[src/rtl/owbm_pkg.sv]
`timescale 1ns / 1ps
// ----------------------------------------------------------------------------
// One-wire bus master package
// Types, register indexes, reset defaults and helpers shared by the core.
// ----------------------------------------------------------------------------
package owbm_pkg;

   localparam int unsigned CsrIndexWidth = 3;
   localparam int unsigned CsrDataWidth  = 16;
   localparam int unsigned TimeWidth     = 16;
   localparam int unsigned SlotWidth     = 8;
   localparam int unsigned ByteWidth     = 8;
   localparam int unsigned BitIdxWidth   = 3;

   typedef enum logic [1:0] {
      CMD_NONE  = 2'd0,
      CMD_RESET = 2'd1,
      CMD_WRITE = 2'd2,
      CMD_READ  = 2'd3
   } command_type;

   typedef enum logic [CsrIndexWidth-1:0] {
      REG_RESET_LOW      = 3'd0,
      REG_PRESENCE_WAIT  = 3'd1,
      REG_RESET_TAIL     = 3'd2,
      REG_SHORT_LOW      = 3'd3,
      REG_LONG_SLOT      = 3'd4,
      REG_WRITE_ZERO_REC = 3'd5,
      REG_READ_SAMPLE    = 3'd6,
      REG_READ_TAIL      = 3'd7
   } reg_index_type;

   localparam logic [TimeWidth-1:0] RESET_LOW_DEFAULT      = 16'd500;
   localparam logic [TimeWidth-1:0] PRESENCE_WAIT_DEFAULT  = 16'd100;
   localparam logic [TimeWidth-1:0] RESET_TAIL_DEFAULT     = 16'd400;
   localparam logic [SlotWidth-1:0] SHORT_LOW_DEFAULT      = 8'd2;
   localparam logic [SlotWidth-1:0] LONG_SLOT_DEFAULT      = 8'd60;
   localparam logic [SlotWidth-1:0] WRITE_ZERO_REC_DEFAULT = 8'd0;
   localparam logic [SlotWidth-1:0] READ_SAMPLE_DEFAULT    = 8'd8;
   localparam logic [SlotWidth-1:0] READ_TAIL_DEFAULT      = 8'd50;

   localparam logic [BitIdxWidth-1:0] LAST_BIT = 3'd7;

   typedef enum logic [8:0] {
      PH_IDLE     = 9'b000000001,
      PH_RST_LOW  = 9'b000000010,
      PH_RST_WAIT = 9'b000000100,
      PH_RST_TAIL = 9'b000001000,
      PH_W_LOW    = 9'b000010000,
      PH_W_REL    = 9'b000100000,
      PH_R_LOW    = 9'b001000000,
      PH_R_WAIT   = 9'b010000000,
      PH_R_TAIL   = 9'b100000000
   } phase_type;

   typedef struct packed {
      logic [TimeWidth-1:0] reset_low_time;
      logic [TimeWidth-1:0] presence_wait_time;
      logic [TimeWidth-1:0] reset_tail_time;
      logic [SlotWidth-1:0] short_low_time;
      logic [SlotWidth-1:0] long_slot_time;
      logic [SlotWidth-1:0] write_zero_recovery;
      logic [SlotWidth-1:0] read_sample_time;
      logic [SlotWidth-1:0] read_tail_time;
   } csr_type;

   typedef struct packed {
      logic                 drive_low;
      logic                 busy_res;
      logic                 done_res;
      logic                 presence;
      logic [ByteWidth-1:0] read_byte;
   } result_type;

   function automatic logic [TimeWidth-1:0] min_one_time(input logic [TimeWidth-1:0] v);
      return (v == '0) ? TimeWidth'(1) : v;
   endfunction

   function automatic logic [TimeWidth-1:0] min_one_slot(input logic [SlotWidth-1:0] v);
      return (v == '0) ? TimeWidth'(1) : TimeWidth'(v);
   endfunction

endpackage

[src/rtl/owbm_req_if.sv]
`timescale 1ns / 1ps
// ----------------------------------------------------------------------------
// One-wire bus master request channel
// Valid/ready channel carrying one tick: command, write byte and bus level.
// ----------------------------------------------------------------------------
interface owbm_req_if;
   logic                                valid;
   logic                                ready;
   owbm_pkg::command_type               command;
   logic [owbm_pkg::ByteWidth-1:0]      write_byte;
   logic                                bus_level;

   modport source (output valid, command, write_byte, bus_level, input ready);
   modport sink   (input valid, command, write_byte, bus_level, output ready);
endinterface

[src/rtl/owbm_rsp_if.sv]
`timescale 1ns / 1ps
// ----------------------------------------------------------------------------
// One-wire bus master result channel
// Valid/ready channel carrying drive, status and read byte for one tick.
// ----------------------------------------------------------------------------
interface owbm_rsp_if;
   logic                                valid;
   logic                                ready;
   logic                                drive_low;
   logic                                busy_res;
   logic                                done_res;
   logic                                presence;
   logic [owbm_pkg::ByteWidth-1:0]      read_byte;

   modport source (output valid, drive_low, busy_res, done_res, presence, read_byte,
                   input ready);
   modport sink   (input valid, drive_low, busy_res, done_res, presence, read_byte,
                   output ready);
endinterface

[src/rtl/one_wire_bus_master_core.sv]
`timescale 1ns / 1ps
// ----------------------------------------------------------------------------
// One-wire bus master core
// A request is held in the request register, then its result is registered
// in the result register. Throughput: one request per cycle while the result
// channel is not stalled; the phase sequencer advances once per tick.
// Reset (synchronous): sequencer idle, counters and flags cleared, read byte 0,
// timing registers loaded with their defaults.
// ----------------------------------------------------------------------------
module one_wire_bus_master_core (
   input  logic                                 clock,
   input  logic                                 reset,
   owbm_req_if.sink                             req_chan,
   owbm_rsp_if.source                           rsp_chan,
   input  logic                                 csr_write_enable,
   input  logic [owbm_pkg::CsrIndexWidth-1:0]   csr_index,
   input  logic [owbm_pkg::CsrDataWidth-1:0]    csr_write_data
);

   // timing registers
   owbm_pkg::csr_type                        csr_ff, csr_in;

   // request register
   logic                                     req_valid_ff, req_valid_in;
   owbm_pkg::command_type                    cmd_ff, cmd_in;
   logic [owbm_pkg::ByteWidth-1:0]           wbyte_ff, wbyte_in;
   logic                                     level_ff, level_in;

   // sequencer state
   owbm_pkg::phase_type                      phase_ff, phase_in;
   logic [owbm_pkg::TimeWidth-1:0]           count_ff, count_in;
   logic [owbm_pkg::BitIdxWidth-1:0]         bidx_ff, bidx_in;
   logic [owbm_pkg::ByteWidth-1:0]           sbyte_ff, sbyte_in;
   logic                                     pres_ff, pres_in;
   owbm_pkg::command_type                    op_ff, op_in;
   logic [owbm_pkg::ByteWidth-1:0]           rres_ff, rres_in;

   // result register
   logic                                     rsp_valid_ff, rsp_valid_in;
   owbm_pkg::result_type                     rsp_ff, rsp_in;

   logic                                     advance;
   logic                                     fire;
   logic                                     cur_bit;
   logic                                     phase_end;
   logic [owbm_pkg::TimeWidth-1:0]           count_inc;
   logic [owbm_pkg::TimeWidth-1:0]           phase_len;

   assign advance          = !rsp_valid_ff || rsp_chan.ready;
   assign fire             = req_valid_ff && advance;
   assign req_chan.ready   = !req_valid_ff || advance;

   assign rsp_chan.valid     = rsp_valid_ff;
   assign rsp_chan.drive_low = rsp_ff.drive_low;
   assign rsp_chan.busy_res  = rsp_ff.busy_res;
   assign rsp_chan.done_res  = rsp_ff.done_res;
   assign rsp_chan.presence  = rsp_ff.presence;
   assign rsp_chan.read_byte = rsp_ff.read_byte;

   // configuration writes
   always_comb begin
      csr_in = csr_ff;
      if (csr_write_enable) begin
         case (owbm_pkg::reg_index_type'(csr_index))
            owbm_pkg::REG_RESET_LOW:      csr_in.reset_low_time      = csr_write_data;
            owbm_pkg::REG_PRESENCE_WAIT:  csr_in.presence_wait_time  = csr_write_data;
            owbm_pkg::REG_RESET_TAIL:     csr_in.reset_tail_time     = csr_write_data;
            owbm_pkg::REG_SHORT_LOW:      csr_in.short_low_time      = csr_write_data[7:0];
            owbm_pkg::REG_LONG_SLOT:      csr_in.long_slot_time      = csr_write_data[7:0];
            owbm_pkg::REG_WRITE_ZERO_REC: csr_in.write_zero_recovery = csr_write_data[7:0];
            owbm_pkg::REG_READ_SAMPLE:    csr_in.read_sample_time    = csr_write_data[7:0];
            owbm_pkg::REG_READ_TAIL:      csr_in.read_tail_time      = csr_write_data[7:0];
            default:                      csr_in = csr_ff;
         endcase
      end
   end

   // request register
   always_comb begin
      req_valid_in = req_valid_ff;
      cmd_in       = cmd_ff;
      wbyte_in     = wbyte_ff;
      level_in     = level_ff;
      if (req_chan.ready) begin
         req_valid_in = req_chan.valid;
         cmd_in       = req_chan.command;
         wbyte_in     = req_chan.write_byte;
         level_in     = req_chan.bus_level;
      end
   end

   // sequencer
   always_comb begin
      phase_in = phase_ff;
      count_in = count_ff;
      bidx_in  = bidx_ff;
      sbyte_in = sbyte_ff;
      pres_in  = pres_ff;
      op_in    = op_ff;
      rres_in  = rres_ff;
      rsp_in   = '0;

      if (phase_ff == owbm_pkg::PH_IDLE && cmd_ff != owbm_pkg::CMD_NONE) begin
         op_in    = cmd_ff;
         bidx_in  = '0;
         count_in = '0;
         case (cmd_ff)
            owbm_pkg::CMD_RESET: phase_in = owbm_pkg::PH_RST_LOW;
            owbm_pkg::CMD_WRITE: begin
               sbyte_in = wbyte_ff;
               phase_in = owbm_pkg::PH_W_LOW;
            end
            default: begin
               sbyte_in = '0;
               phase_in = owbm_pkg::PH_R_LOW;
            end
         endcase
      end

      cur_bit   = sbyte_in[bidx_in];
      count_inc = count_in + owbm_pkg::TimeWidth'(1);

      case (phase_in)
         owbm_pkg::PH_RST_LOW:  phase_len = owbm_pkg::min_one_time(csr_ff.reset_low_time);
         owbm_pkg::PH_RST_WAIT: phase_len = owbm_pkg::min_one_time(csr_ff.presence_wait_time);
         owbm_pkg::PH_RST_TAIL: phase_len = csr_ff.reset_tail_time;
         owbm_pkg::PH_W_LOW:    phase_len = cur_bit ?
                                   owbm_pkg::min_one_slot(csr_ff.short_low_time) :
                                   owbm_pkg::min_one_slot(csr_ff.long_slot_time);
         owbm_pkg::PH_W_REL:    phase_len = cur_bit ?
                                   owbm_pkg::min_one_slot(csr_ff.long_slot_time) :
                                   owbm_pkg::TimeWidth'(csr_ff.write_zero_recovery);
         owbm_pkg::PH_R_LOW:    phase_len = owbm_pkg::min_one_slot(csr_ff.short_low_time);
         owbm_pkg::PH_R_WAIT:   phase_len = owbm_pkg::min_one_slot(csr_ff.read_sample_time);
         owbm_pkg::PH_R_TAIL:   phase_len = owbm_pkg::TimeWidth'(csr_ff.read_tail_time);
         default:               phase_len = owbm_pkg::TimeWidth'(1);
      endcase

      phase_end = count_inc >= phase_len;

      if (phase_in != owbm_pkg::PH_IDLE) begin
         rsp_in.busy_res  = 1'b1;
         rsp_in.drive_low = (phase_in == owbm_pkg::PH_RST_LOW) ||
                            (phase_in == owbm_pkg::PH_W_LOW) ||
                            (phase_in == owbm_pkg::PH_R_LOW);
         count_in = count_inc;
         if (phase_end) begin
            count_in = '0;
            case (phase_in)
               owbm_pkg::PH_RST_LOW: phase_in = owbm_pkg::PH_RST_WAIT;
               owbm_pkg::PH_RST_WAIT: begin
                  pres_in  = !level_ff;
                  phase_in = (csr_ff.reset_tail_time == '0) ?
                             owbm_pkg::PH_IDLE : owbm_pkg::PH_RST_TAIL;
               end
               owbm_pkg::PH_W_LOW: begin
                  if (cur_bit || csr_ff.write_zero_recovery != '0) begin
                     phase_in = owbm_pkg::PH_W_REL;
                  end else if (bidx_in == owbm_pkg::LAST_BIT) begin
                     phase_in = owbm_pkg::PH_IDLE;
                  end else begin
                     bidx_in  = bidx_in + owbm_pkg::BitIdxWidth'(1);
                     phase_in = owbm_pkg::PH_W_LOW;
                  end
               end
               owbm_pkg::PH_W_REL: begin
                  if (bidx_in == owbm_pkg::LAST_BIT) begin
                     phase_in = owbm_pkg::PH_IDLE;
                  end else begin
                     bidx_in  = bidx_in + owbm_pkg::BitIdxWidth'(1);
                     phase_in = owbm_pkg::PH_W_LOW;
                  end
               end
               owbm_pkg::PH_R_LOW: phase_in = owbm_pkg::PH_R_WAIT;
               owbm_pkg::PH_R_WAIT: begin
                  if (level_ff) begin
                     sbyte_in[bidx_in] = 1'b1;
                  end
                  if (csr_ff.read_tail_time != '0) begin
                     phase_in = owbm_pkg::PH_R_TAIL;
                  end else if (bidx_in == owbm_pkg::LAST_BIT) begin
                     phase_in = owbm_pkg::PH_IDLE;
                  end else begin
                     bidx_in  = bidx_in + owbm_pkg::BitIdxWidth'(1);
                     phase_in = owbm_pkg::PH_R_LOW;
                  end
               end
               owbm_pkg::PH_R_TAIL: begin
                  if (bidx_in == owbm_pkg::LAST_BIT) begin
                     phase_in = owbm_pkg::PH_IDLE;
                  end else begin
                     bidx_in  = bidx_in + owbm_pkg::BitIdxWidth'(1);
                     phase_in = owbm_pkg::PH_R_LOW;
                  end
               end
               default: phase_in = owbm_pkg::PH_IDLE;
            endcase
            if (phase_in == owbm_pkg::PH_IDLE) begin
               rsp_in.done_res = 1'b1;
               if (op_in == owbm_pkg::CMD_READ) begin
                  rres_in = sbyte_in;
               end
            end
         end
      end

      rsp_in.presence  = pres_in;
      rsp_in.read_byte = rres_in;

      rsp_valid_in = advance ? req_valid_ff : rsp_valid_ff;
   end

   always_ff @(posedge clock) begin
      if (reset) begin
         csr_ff.reset_low_time      <= owbm_pkg::RESET_LOW_DEFAULT;
         csr_ff.presence_wait_time  <= owbm_pkg::PRESENCE_WAIT_DEFAULT;
         csr_ff.reset_tail_time     <= owbm_pkg::RESET_TAIL_DEFAULT;
         csr_ff.short_low_time      <= owbm_pkg::SHORT_LOW_DEFAULT;
         csr_ff.long_slot_time      <= owbm_pkg::LONG_SLOT_DEFAULT;
         csr_ff.write_zero_recovery <= owbm_pkg::WRITE_ZERO_REC_DEFAULT;
         csr_ff.read_sample_time    <= owbm_pkg::READ_SAMPLE_DEFAULT;
         csr_ff.read_tail_time      <= owbm_pkg::READ_TAIL_DEFAULT;
         req_valid_ff <= 1'b0;
         rsp_valid_ff <= 1'b0;
         phase_ff     <= owbm_pkg::PH_IDLE;
         count_ff     <= '0;
         bidx_ff      <= '0;
         sbyte_ff     <= '0;
         pres_ff      <= 1'b0;
         op_ff        <= owbm_pkg::CMD_NONE;
         rres_ff      <= '0;
      end else begin
         csr_ff       <= csr_in;
         req_valid_ff <= req_valid_in;
         rsp_valid_ff <= rsp_valid_in;
         if (fire) begin
            phase_ff <= phase_in;
            count_ff <= count_in;
            bidx_ff  <= bidx_in;
            sbyte_ff <= sbyte_in;
            pres_ff  <= pres_in;
            op_ff    <= op_in;
            rres_ff  <= rres_in;
         end
      end
   end

   always_ff @(posedge clock) begin
      cmd_ff   <= cmd_in;
      wbyte_ff <= wbyte_in;
      level_ff <= level_in;
      if (fire) begin
         rsp_ff <= rsp_in;
      end
   end

endmodule
[src/flat_wrapper.sv]
// flat-port wrapper written by rule: the top's interface ports become plain ports
module one_wire_bus_master_core_flat 
  (clock, reset, csr_write_enable, csr_index, csr_write_data, req_chan_valid, req_chan_command, req_chan_write_byte, req_chan_bus_level, req_chan_ready, rsp_chan_valid, rsp_chan_drive_low, rsp_chan_busy_res, rsp_chan_done_res, rsp_chan_presence, rsp_chan_read_byte, rsp_chan_ready);
  owbm_req_if req_chan_i ();
  owbm_rsp_if rsp_chan_i ();
  input  logic clock;
  input  logic reset;
  input  logic csr_write_enable;
  input  logic [owbm_pkg::CsrIndexWidth-1:0] csr_index;
  input  logic [owbm_pkg::CsrDataWidth-1:0] csr_write_data;
  input wire logic [$bits(req_chan_i.valid)-1:0] req_chan_valid;
  input wire logic [$bits(req_chan_i.command)-1:0] req_chan_command;
  input wire logic [$bits(req_chan_i.write_byte)-1:0] req_chan_write_byte;
  input wire logic [$bits(req_chan_i.bus_level)-1:0] req_chan_bus_level;
  output wire logic [$bits(req_chan_i.ready)-1:0] req_chan_ready;
  output wire logic [$bits(rsp_chan_i.valid)-1:0] rsp_chan_valid;
  output wire logic [$bits(rsp_chan_i.drive_low)-1:0] rsp_chan_drive_low;
  output wire logic [$bits(rsp_chan_i.busy_res)-1:0] rsp_chan_busy_res;
  output wire logic [$bits(rsp_chan_i.done_res)-1:0] rsp_chan_done_res;
  output wire logic [$bits(rsp_chan_i.presence)-1:0] rsp_chan_presence;
  output wire logic [$bits(rsp_chan_i.read_byte)-1:0] rsp_chan_read_byte;
  input wire logic [$bits(rsp_chan_i.ready)-1:0] rsp_chan_ready;
  assign req_chan_i.valid = req_chan_valid;
  assign req_chan_i.command = req_chan_command;
  assign req_chan_i.write_byte = req_chan_write_byte;
  assign req_chan_i.bus_level = req_chan_bus_level;
  assign req_chan_ready = req_chan_i.ready;
  assign rsp_chan_valid = rsp_chan_i.valid;
  assign rsp_chan_drive_low = rsp_chan_i.drive_low;
  assign rsp_chan_busy_res = rsp_chan_i.busy_res;
  assign rsp_chan_done_res = rsp_chan_i.done_res;
  assign rsp_chan_presence = rsp_chan_i.presence;
  assign rsp_chan_read_byte = rsp_chan_i.read_byte;
  assign rsp_chan_i.ready = rsp_chan_ready;
  one_wire_bus_master_core u_core (.clock(clock), .reset(reset), .req_chan(req_chan_i), .rsp_chan(rsp_chan_i), .csr_write_enable(csr_write_enable), .csr_index(csr_index), .csr_write_data(csr_write_data));
endmodule
[config.mk]
export PLATFORM = sky130hd
export DESIGN_NAME = one_wire_bus_master_core_flat
export DESIGN_NICKNAME = d
export VERILOG_FILES = /design/src/rtl/owbm_pkg.sv /design/src/rtl/owbm_req_if.sv /design/src/rtl/owbm_rsp_if.sv /design/src/rtl/one_wire_bus_master_core.sv /design/src/flat_wrapper.sv
export SDC_FILE = /design/constraint.sdc
export NUM_CORES = 1
export LEC_CHECK = 0
export ABC_AREA = 1
export BUFFER_PORTS_ARGS = -buffer_cell sky130_fd_sc_hd__clkbuf_2
export CORE_ASPECT_RATIO = 0.9
export CORE_MARGIN = 5
export CORE_UTILIZATION = 48
export DETAILED_ROUTE_END_ITERATION = 7
export PLACE_DENSITY = 0.68
export SYNTH_ARGS = -nofsm -noshare
export SYNTH_HDL_FRONTEND = slang
export SYNTH_SLANG_ARGS = --single-unit
[constraint.sdc]
create_clock -name clock -period 3.6 [get_ports clock]
set_input_delay 0.36 -clock clock [delete_from_list [all_inputs] [get_ports clock]]
set_output_delay 0.36 -clock clock [all_outputs]
set_load 0.1 [all_outputs]
Yosys cells after proc, flatten, opt, wreduce, memory -nomap -nowiden
Index checks and enable logic that the tools add are counted.
- bits in registers: 160
- latch bits: 0
- bits in writable memories: 0
- bits in read-only memories: 0
- input port bits: 35
- output and inout port bits: 14
- logic and storage cells: 135
- memories: 0
- add/sub/neg operators: 2
- multiply operators: 0
- divide/modulo/power cells: 0
- magnitude comparators: 3
- equal/unequal tests: 22
- shift operators: 0
- multiplexer cells: 51
- bitwise logic cells: 1
- reductions and logical operators: 31
- operator list (kind ; count):
    case mux 16 bit (8 select lines) ; 1
    two-way mux 16 bit ; 7
    two-way mux 8 bit ; 12
    two-way mux 9 bit ; 7
    case mux 9 bit (7 select lines) ; 1
    zero test 16 bit ; 3
    zero test 8 bit ; 3
    == test 9 x 1 -> 1 bit, second input constant ; 2
    two-way mux 3 bit ; 6
    AND reduction 2 bit ; 9
    adder 16 x 1 -> 16 bit, second input constant ; 1
    >= comparator 16 bit ; 1
    case mux 8 bit (2 select lines) ; 1
    nonzero test 8 bit ; 2
    == test 3 bit, second input constant ; 5
    case mux 7 bit (2 select lines) ; 1
    == test 9 x 2 -> 1 bit, second input constant ; 1
    == test 9 x 3 -> 1 bit, second input constant ; 1
    == test 9 x 4 -> 1 bit, second input constant ; 1
    == test 9 x 5 -> 1 bit, second input constant ; 1
    == test 9 x 6 -> 1 bit, second input constant ; 1
    == test 9 x 7 -> 1 bit, second input constant ; 1
    == test 9 x 8 -> 1 bit, second input constant ; 1
    == test 9 bit, second input constant ; 1
    23 further kinds ; 40

Depth between registers and ports, before layout
Gate-level depths: netlist (run 1).
- depth in word-level cells: 14
- depth in mapped cells: 33

Worst setup path before layout (run 1)
OpenSTA, ideal clock, no wires.
- kind: register -> register
- start point: register u_core.cmd_ff[0]
- end point: register u_core.rsp_ff, in the netlist u_core.rsp_chan.presence (data pin)
- library setup time: 0.259 ns
- data arrival time: 3.572 ns
- required time: 3.341 ns
- path slack: -0.231 ns
- stages on the path, launching flop included: 26
- path buffers: 2
- clock period less this slack: 3.831 ns
- path through: edfxtp_1 -> inv_1 -> ha_1 -> nor2_2 -> nand3_2 -> nor2_4 -> buf_2 -> buf_2 -> nor2_1 -> ha_1 -> nand2_1 -> nor2_1 -> nand3_1 -> nor4_2 -> nand2_1 -> xor2_1 -> ha_1 -> nand4_1 -> nor2_1 -> nand3_1 -> nand3_1 -> nand2_1 -> inv_1 -> nand2_1 -> o21ai_0 -> inv_1
- cells in the longest elaborated chain, start to end: 10
- elaborated cells between the ends (all ways): 29
- ends and longest elaborated chain (element ; line ; source):
    start: declaration ; one_wire_bus_master_core.sv:25 ; owbm_pkg::command_type cmd_ff, cmd_in;
    start signal: assignment ; one_wire_bus_master_core.sv:249 ; cmd_ff <= cmd_in;
    == test 2 bit (tied with other cells) ; one_wire_bus_master_core.sv:107 ; case (cmd_ff)
    case mux 8 bit (2 select lines) or logical AND 1 bit (tied branches) ; one_wire_bus_master_core.sv:107, one_wire_bus_master_core.sv:103 ;
    two-way mux 8 bit or two-way mux 3 bit (tied branches) ; one_wire_bus_master_core.sv:103 ; if (phase_ff == owbm_pkg::PH_IDLE && cmd_ff != owbm_pkg::CMD_NONE) begin
    binary-select mux 1 bit (select 3 bit) ; one_wire_bus_master_core.sv:120 ; cur_bit = sbyte_in[bidx_in];
    two-way mux 1 bit (not written as such) ; one_wire_bus_master_core.sv:120 ;
    two-way mux 16 bit, on equally long branches ; one_wire_bus_master_core.sv:130, one_wire_bus_master_core.sv:127 ;
    case mux 16 bit (8 select lines) ; one_wire_bus_master_core.sv:123 ; case (phase_in)
    >= comparator 16 bit ; one_wire_bus_master_core.sv:139 ; phase_end = count_inc >= phase_len;
    two-way mux 1 bit ; one_wire_bus_master_core.sv:147 ; if (phase_end) begin
    two-way mux 1 bit (*) ; one_wire_bus_master_core.sv:141 ; if (phase_in != owbm_pkg::PH_IDLE) begin
    net u_core.pres_in ; one_wire_bus_master_core.sv:34 ; logic pres_ff, pres_in;
    end signal: assignment ; one_wire_bus_master_core.sv:253 ; rsp_ff <= rsp_in;
    end: declaration ; one_wire_bus_master_core.sv:40 ; owbm_pkg::result_type rsp_ff, rsp_in;
Mark *: on every way through the listed nets, which the timed path passes. The rest lies on a longest branch. The select of a mux whose other input is x is not followed.
A chain may end at the register's enable or synchronous reset.

Final worst setup path (run 1)
- start point: register u_core.cmd_ff[0]
- end point: register u_core.phase_ff[8]
- cells in the longest elaborated chain, start to end: 10
- elaborated cells between the ends (all ways): 31
- ends and longest elaborated chain (element ; line ; source):
    == test 2 bit (tied with other cells) ; one_wire_bus_master_core.sv:107 ;
    case mux 8 bit (2 select lines) or logical AND 1 bit (tied branches) ; one_wire_bus_master_core.sv:107, one_wire_bus_master_core.sv:103 ;
    two-way mux 8 bit or two-way mux 3 bit (tied branches) ; one_wire_bus_master_core.sv:103 ;
    binary-select mux 1 bit (select 3 bit) ; one_wire_bus_master_core.sv:120 ;
    two-way mux 1 bit (not written as such) ; one_wire_bus_master_core.sv:120 ;
    two-way mux 16 bit, on equally long branches ; one_wire_bus_master_core.sv:130, one_wire_bus_master_core.sv:127 ;
    case mux 16 bit (8 select lines) ; one_wire_bus_master_core.sv:123 ;
    >= comparator 16 bit ; one_wire_bus_master_core.sv:139 ;
    two-way mux 9 bit ; one_wire_bus_master_core.sv:147 ;
    two-way mux 9 bit (*) ; one_wire_bus_master_core.sv:141 ;
    end signal: assignment ; one_wire_bus_master_core.sv:225 ; phase_ff <= owbm_pkg::PH_IDLE;
    end signal: assignment ; one_wire_bus_master_core.sv:237 ; phase_ff <= phase_in;
    end: declaration ; one_wire_bus_master_core.sv:30 ; owbm_pkg::phase_type phase_ff, phase_in;
Every way passes the cells marked *; elsewhere a longest branch is shown, timed or not. The select of a mux whose other input is x is not followed.

==> results of run 1 <==
==> synthesized netlist by cell type, drive strengths merged <==
cell type	count
a211oi	6
a21oi	86
a221oi	11
a22o	3
a22oi	3
a31oi	5
a32o	1
a41oi	2
and3	1
buf	15
clkbuf	35
clkinv	5
dfxtp	137
edfxtp	23
ha	23
inv	138
nand2	245
nand3	100
nand3b	3
nand4	14
nor2	241
nor3	12
nor4	15
o211ai	16
o21ai	118
o21bai	1
or2	1
xnor2	5
xor2	9
==> worst max-delay path: cells and delay by family (launching register included) <==
family | cells | cell delay [ns]
AO/OA/AOI/OAI | 5 | 0.71
adder cells (fa/ha/maj) | 2 | 0.44
buffers and inverters | 5 | 0.52
flip-flops | 1 | 0.36
AND/OR/NAND/NOR | 16 | 1.80
==> how the worst max path moves through the flow <==
stage,end,slack [ns],depth (start not counted)
2_1_floorplan,u_core.rsp_chan.read_byte[0],-0.09,25
3_3_place_gp,u_core.count_ff[12],-0.47,28
3_5_place_dp,u_core.count_ff[7],-0.58,28
4_1_cts,u_core.rsp_chan.read_byte[7],-0.25,29
5_1_grt,u_core.rres_ff[3],-0.58,31
6_report,u_core.phase_ff[8],-0.33,28
==> metrics by stage <==
stage	setup WS (ns)	utilization
floorplan	-0.0926	-
global placement	-0.472	0.568
detailed placement	-0.585	0.568
CTS	-0.250	0.623
global route	-0.580	0.635
finish	-0.328	0.635
==> state kept, by name (all words and copies together) (netlist names) <==
name,flops
u_core.bidx_ff,3
u_core.cmd_ff,2
u_core.count_ff,16
u_core.csr_ff,88
u_core.level_ff,1
u_core.op_ff,2
u_core.phase_ff,9
u_core.pres_ff,1
u_core.req_valid_ff,1
u_core.rres_ff,8
u_core.rsp_chan.busy_res,1
u_core.rsp_chan.done_res,1
u_core.rsp_chan.drive_low,1
u_core.rsp_chan.presence,1
u_core.rsp_chan.read_byte,8
u_core.rsp_chan.valid,1
u_core.sbyte_ff,8
u_core.wbyte_ff,8
==> where the power goes <==
group          internal [µW]  switching, µW  leakage [µW]
combinational           3890           5800       0.00364
clock                    964            791      0.000275
sequential              2070            114       0.00135
==> cells by family after synthesis <==
| family | Yosys count |
|---|---|
| and+or+nand+nor | 632 |
| AOI/OAI and AO/OA | 252 |
| buffers and inverters | 193 |
| DFF | 160 |
| adders and majority gates | 23 |
| xor gates and xnor gates | 14 |
==> metal layers <==
| metal | vias to the layer above | wire length, µm | share of wire | track usage |
|---|---|---|---|---|
| met4 | 0 | 592 | 0.021 | 0.0781 |
| li1 | 4552 | - | - | - |
| met3 | 53 | 1990 | 0.071 | 0.0494 |
| met5 | - | 0 | 0 | 0 |
| met2 | 390 | 12600 | 0.45 | 0.398 |
| met1 | 4349 | 12800 | 0.46 | 0.361 |
==> what timing repair did <==
| item | 4_1_cts | 5_1_grt |
|---|---|---|
| pin swaps | 39 | 18 |
| setup buffers | 12 | 4 |
| resized for setup | 82 | 45 |
| setup endpoints to repair | 55 | 55 |
| endpoints found under the hold margin | 0 | 0 |
| cloned | 4 | 0 |
==> final cells by class <==
cell class | instances | share of cell area
clock inverters | 13 | 0.0111
inverters | 143 | 0.0480
clock buffers | 18 | 0.0368
repair inverters | 1 | 0.000645
well taps | 245 | 0.0263
multi-input cells | 923 | 0.457
flip-flops and latches | 160 | 0.295
repair buffers | 194 | 0.126
==> out/results.tsv, run 1 <==
stage	metric	value	unit
run_status	status	finished with violations	
run_status	failing checks	negative setup slack	
sta	Final TNS setup	-14.27	ns
clocking	CTS clk-pin slew, worst paths	0.06	ns
synthesis	area share of the largest cell type after synthesis	0.307	
layout	leading cell type in the layout, fill and taps excluded	nor2_1	
sta	fmax	255	MHz
drt	DRC viols	0	
drt	via count	9344	
drt	Post-DRT Antenna Nets	0	
synthesis	XOR/XNOR share of the synthesized area	0.0137	
synthesis	top cells by area, synth	dfxtp_1 31%, nor2_1 9.5%, nand2_1 9.4%, edfxtp_1 7.7%, o21ai_0 6.6%	
synthesis	syn avg cell area	7.01	µm²
critical_path	kind of critical path	flop to flop	
min_path	worst hold path type	input pin to flop	
die	row count	47	
synthesis	Compound-Gate Fraction of Synth Area	0.158	
sta	Setup violations, final	55	
critical_path	reg2reg end	u_core.phase_ff[8]	
critical_path	R2R depth	28	
power	Static Leak	0.00526	µW
synthesis	adder-cell area share of the yosys netlist	0.0322	
placement	placed cells	1646	
layout	area occupied by registers	3430	µm²
synthesis	Synth Register Bits	160	
layout	Post-Layout Cell Count	1697	
placement	Placed Area	10400	µm²
drt	drt via density	5.51	
sta	Final min period	3.93	ns
min_path	worst hold path depth	1	
clocking	hold buffers post-CTS	0	
global_routing	GR Overflow Total	0	
layout	final instance area	11600	µm²
critical_path	CP max FO	8	
synthesis	largest family of logic cells by synthesized area	simple AND/OR/NAND/NOR gates	
synthesis	Cell Area, Synth	8930	µm²
die	die area	21400	µm²
layout	FILL cells	1625	
clocking	maximum clock path buffer count	2	
critical_path	crit path capture type	flop	
power	PwrDens	1170	nW/µm²
placement	IO Port Bufs	48	
layout	share of layout cells above drive strength 1	0.269	
sta	period utilization	1.09	
die	num ports	49	
drt	DR WL/cell	16.5	µm
sta	RSZ-0062 raised after global routing	yes	
layout	Area Overhead vs Synth	30.4	%
critical_path	Worst setup SP type	flop	
layout	most frequent cells in the layout	211 x nor2_1, 203 x nand2_1, 137 x dfxtp_1	
critical_path	required time of the critical path	3.95	ns
sta	Final Skew	0.0113	ns
layout	Diodes inserted	0	
placement	DP HPWL	19500	µm
global_routing	GRT Util Overall	0.256	
sta	worst hold slack	0.101	ns
clocking	clk sink count	160	
die	die width	154	µm
synthesis	part of the Yosys area used for sequential elements	0.384	
sta	Hold Vio Cnt, Final	0	
drt	DR pass1 iterations	5	
synthesis	syn nets	1332	
synthesis	area leader, netlist	dfxtp_1	
clocking	CTS tree	yes	
critical_path	Worst Setup SP	u_core.cmd_ff[0]	
synthesis	mux cell area share after synthesis	0	
sta	Slew Limit Fails	0	
die	Initial Util	0.487	
clocking	Clock Tree Root	clkbuf_16	
layout	Total Nets Final	1498	
global_routing	initial antenna violation count	0	
min_path	min-delay src	req_chan_bus_level	
synthesis	Ys Warns	0	
placement	GPL Wtd Cong	0.942	
global_routing	vias in the first global route	8510	
clocking	htree depth	4	
die	core area	18300	µm²
global_routing	largest net degree at the start of global routing	95	
critical_path	worst r2r src	u_core.cmd_ff[0]	
synthesis	Post-Synth Simple-Gate Area	0.327	
drt	Initial DRC Count	1016	
min_path	WHS Endpoint	u_core.level_ff	
global_routing	first-pass GRT wire length	44600	µm
clocking	TritonCTS buffer count	17	
sta	Worst-Margin Slew	0.892	ns
synthesis	post-synth cell types	46	
sta	Worst slew margin	0.406	
clocking	Skew-Pair Late Insertion Delay	0.44	ns
layout	Multi-input gate area	5320	µm²
job	max-cap viol count	0	
critical_path	crit path max-delay cell type	edfxtp_1	
power	VDD IR max	0.000933	V
synthesis	Post-Syn Instances	1274	
critical_path	Worst Path Arrival	4.28	ns
critical_path	crit-path max cell delay	0.36	ns
die	Die Y	139	µm
sta	setup slack after layout	-0.328	ns
drt	DRT Wirelength	28000	µm
power	Final Power	13600	µW
critical_path	r2r setup slk	-0.33	ns
(Power assumes the default switching activity.)
==> run 2, diff against run 1 <==
--- a/config.mk
+++ b/config.mk
@@ -12,6 +12,7 @@
 export CORE_UTILIZATION = 48
 export DETAILED_ROUTE_END_ITERATION = 7
 export PLACE_DENSITY = 0.68
+export SKIP_LAST_GASP = 1
 export SYNTH_ARGS = -nofsm -noshare
 export SYNTH_HDL_FRONTEND = slang
 export SYNTH_SLANG_ARGS = --single-unit
==> run 2 against run 1 <==
Against the previous run:
- the flow still finishes with violations (negative setup slack)
- power decreased by 2.7%
- count of clock-buffer cells in the layout did not move
- first-iteration DRC count down 5.2%
- maximum frequency grew 0.20%
- critical path type unchanged
==> out/results.tsv, run 2 (synthesized netlist as in run 1, its figures left out) <==
stage	metric	value	unit	change
critical_path	required time of the critical path	3.79	ns	was 3.95 ns
power	Comb pwr share	0.703		was 0.711
drt	Post-DRT Antenna Nets	0		unchanged
clocking	Clock Tree Root	clkbuf_16		unchanged
clocking	htree depth	4		unchanged
die	num ports	49		unchanged
global_routing	vias in the first global route	8504		was 8510
critical_path	kind of critical path	flop to flop		unchanged
sta	Final Skew	0.0114	ns	was 0.0113 ns
sta	setup slack after layout	-0.321	ns	was -0.328 ns
placement	IO Port Bufs	48		unchanged
sta	period utilization	1.09		about the same
global_routing	first-pass GRT wire length	44600	µm	about the same
sta	Worst slew margin	0.401		was 0.406
die	Initial Util	0.487		unchanged
layout	max reg flops	88		unchanged
layout	Largest Register	u_core.csr_ff		unchanged
placement	pre-CTS setup slack	-0.585	ns	unchanged
clocking	clk sink count	160		unchanged
layout	most frequent cells in the layout	213 x nor2_1, 207 x nand2_1, 137 x dfxtp_1		was 211 x nor2_1, 203 x nand2_1, 137 x dfxtp_1
critical_path	Worst Path Arrival	4.11	ns	was 4.28 ns
global_routing	initial antenna violation count	0		unchanged
sta	Worst-Margin Slew	0.899	ns	was 0.892 ns
power	PwrDens	1150	nW/µm²	was 1170 nW/µm²
power	P_sw	6500	µW	was 6700 µW
layout	Regs by FF count	u_core.csr_ff (88), u_core.count_ff (16), u_core.phase_ff (9)		unchanged
die	die area	21400	µm²	unchanged
placement	DP HPWL	19500	µm	unchanged
drt	drt via density	5.47		was 5.51
run_status	failing checks	negative setup slack		unchanged
layout	area occupied by registers	3430	µm²	unchanged
critical_path	delay-heaviest family, CP	simple AND/OR/NAND/NOR gates		unchanged
critical_path	crit path max-delay cell type	edfxtp_1		unchanged
run_status	status	finished with violations		unchanged
die	row count	47		unchanged
clocking	maximum clock path buffer count	2		unchanged
power	Net Sw Frac	0.491		was 0.492
clocking	Skew-Pair Late Insertion Delay	0.43	ns	was 0.44 ns
die	die width	154	µm	unchanged
clocking	CTS tree	yes		unchanged
layout	Total Nets Final	1497		was 1498
critical_path	crit path capture type	flop		unchanged
layout	Multi-input gate area	5260	µm²	was 5320 µm²
sta	Final min period	3.92	ns	was 3.93 ns
min_path	worst hold path type	input pin to flop		unchanged
global_routing	GRT Util Overall	0.256		unchanged
critical_path	CP max FO	8		unchanged
sta	fmax	255	MHz	about the same
sta	RSZ-0062 raised after global routing	yes		unchanged
placement	placed cells	1646		unchanged
layout	Area Overhead vs Synth	29.5	%	was 30.4%
critical_path	CP most frequent cell	nand2_1		
clocking	hold buffers post-CTS	0		unchanged
power	clock power share	0.132		was 0.129
sta	Hold Vio Cnt, Final	0		unchanged
sta	Setup violations, final	55		unchanged
power	VDD IR max	0.000817	V	was 0.000933 V
layout	Util after Layout	0.630		was 0.635
power	internal power	6740	µW	was 6920 µW
clocking	TritonCTS buffer count	17		unchanged
critical_path	Worst setup SP type	flop		unchanged
global_routing	GR Overflow Total	0		unchanged
drt	DR pass1 iterations	5		unchanged
drt	DRC viols	0		unchanged
clocking	CTS clk-pin slew, worst paths	0.07	ns	was 0.06 ns
job	max-cap viol count	0		unchanged
layout	FILL cells	1631		was 1625
die	Die Y	139	µm	unchanged
drt	via count	9274		was 9344
placement	GPL Wtd Cong	0.942		unchanged
power	Static Leak	0.00524	µW	was 0.00526 µW
drt	Initial DRC Count	963		was 1016
die	core area	18300	µm²	unchanged
layout	Post-Layout Cell Count	1696		was 1697
layout	leading cell type in the layout, fill and taps excluded	nor2_1		unchanged
critical_path	crit-path max cell delay	0.36	ns	about the same
layout	Diodes inserted	0		unchanged
layout	share of layout cells above drive strength 1	0.262		was 0.269
sta	Slew Limit Fails	0		unchanged
power	Sequential Power Share	0.165		was 0.160
critical_path	r2r setup slk	-0.32	ns	was -0.33 ns
drt	DR WL/cell	16.2	µm	was 16.5 µm
critical_path	Buf/Inv on CP	6		was 5
drt	DRT Wirelength	27500	µm	was 28000 µm
global_routing	largest net degree at the start of global routing	95		unchanged
-- run 2: cell count changes in the layout (fill, tap and decap cells not counted), sizes merged --
cell	change
buf	-1
inv	+1
clkinv	-1
-- run 2: power by group through the flow --
stage	combinational (µW)	clock [µW]	sequential, µW
2_1_floorplan	4440	0	2540
5_1_grt	9970	1860	2200
3_3_place_gp	7150	0	2210
4_1_cts	8950	1770	2180
3_5_place_dp	7220	0	2210
6_report	9320	1750	2180
-- run 2: final cells by class --
class | instances | area share
Multi-Input combinational cell | 923 | 0.455
Sequential cell | 160 | 0.297
Timing Repair Buffer | 193 | 0.125
Inverter | 143 | 0.0479
Clock buffer | 18 | 0.0371
Tap cell | 245 | 0.0265
Clock inverter | 13 | 0.0111
Timing Repair inverter | 1 | 0.000649
-- run 2: repair_timing --
action	CTS	global route
cloned	4	0
resized for setup	79	31
buffers inserted	12	3
pin swaps	39	12
setup endpoints to repair	55	55
-- run 2: through the flow --
| stage | hold slack [ns] | setup TNS (ns) | cell area, µm² | total power, µW |
|---|---|---|---|---|
| after floorplan | 0.439 | -1.44 | 9110 | 6990 |
| after global placement | 0.453 | -19.86 | 10400 | 9360 |
| after detailed placement | 0.456 | -25.31 | 10400 | 9440 |
| after CTS | 0.0951 | -9.16 | 11400 | 12900 |
| after global routing | 0.0912 | -26.57 | 11600 | 14000 |
| final | 0.104 | -12.49 | 11600 | 13200 |
-- run 2: final timing paths --
check	startpoint	to	cells past startpoint
hold / removal	req_chan_bus_level	u_core.level_ff	1
setup reg to reg	u_core.cmd_ff[0]	u_core.rsp_chan.read_byte[7]	28
hold reg to reg	u_core.phase_ff[0]	u_core.phase_ff[0]	2
setup / recovery	u_core.cmd_ff[0]	u_core.rsp_chan.read_byte[7]	28
-- run 2: metal layers --
| layer | up-vias | wire [µm] | GRT usage | share of wire |
|---|---|---|---|---|
| met3 | 46 | 2000 | 0.0494 | 0.073 |
| met4 | 0 | 503 | 0.0781 | 0.018 |
| met5 | - | 0 | 0 | 0 |
| li1 | 4552 | - | - | - |
| met2 | 356 | 12400 | 0.398 | 0.45 |
| met1 | 4320 | 12600 | 0.361 | 0.46 |
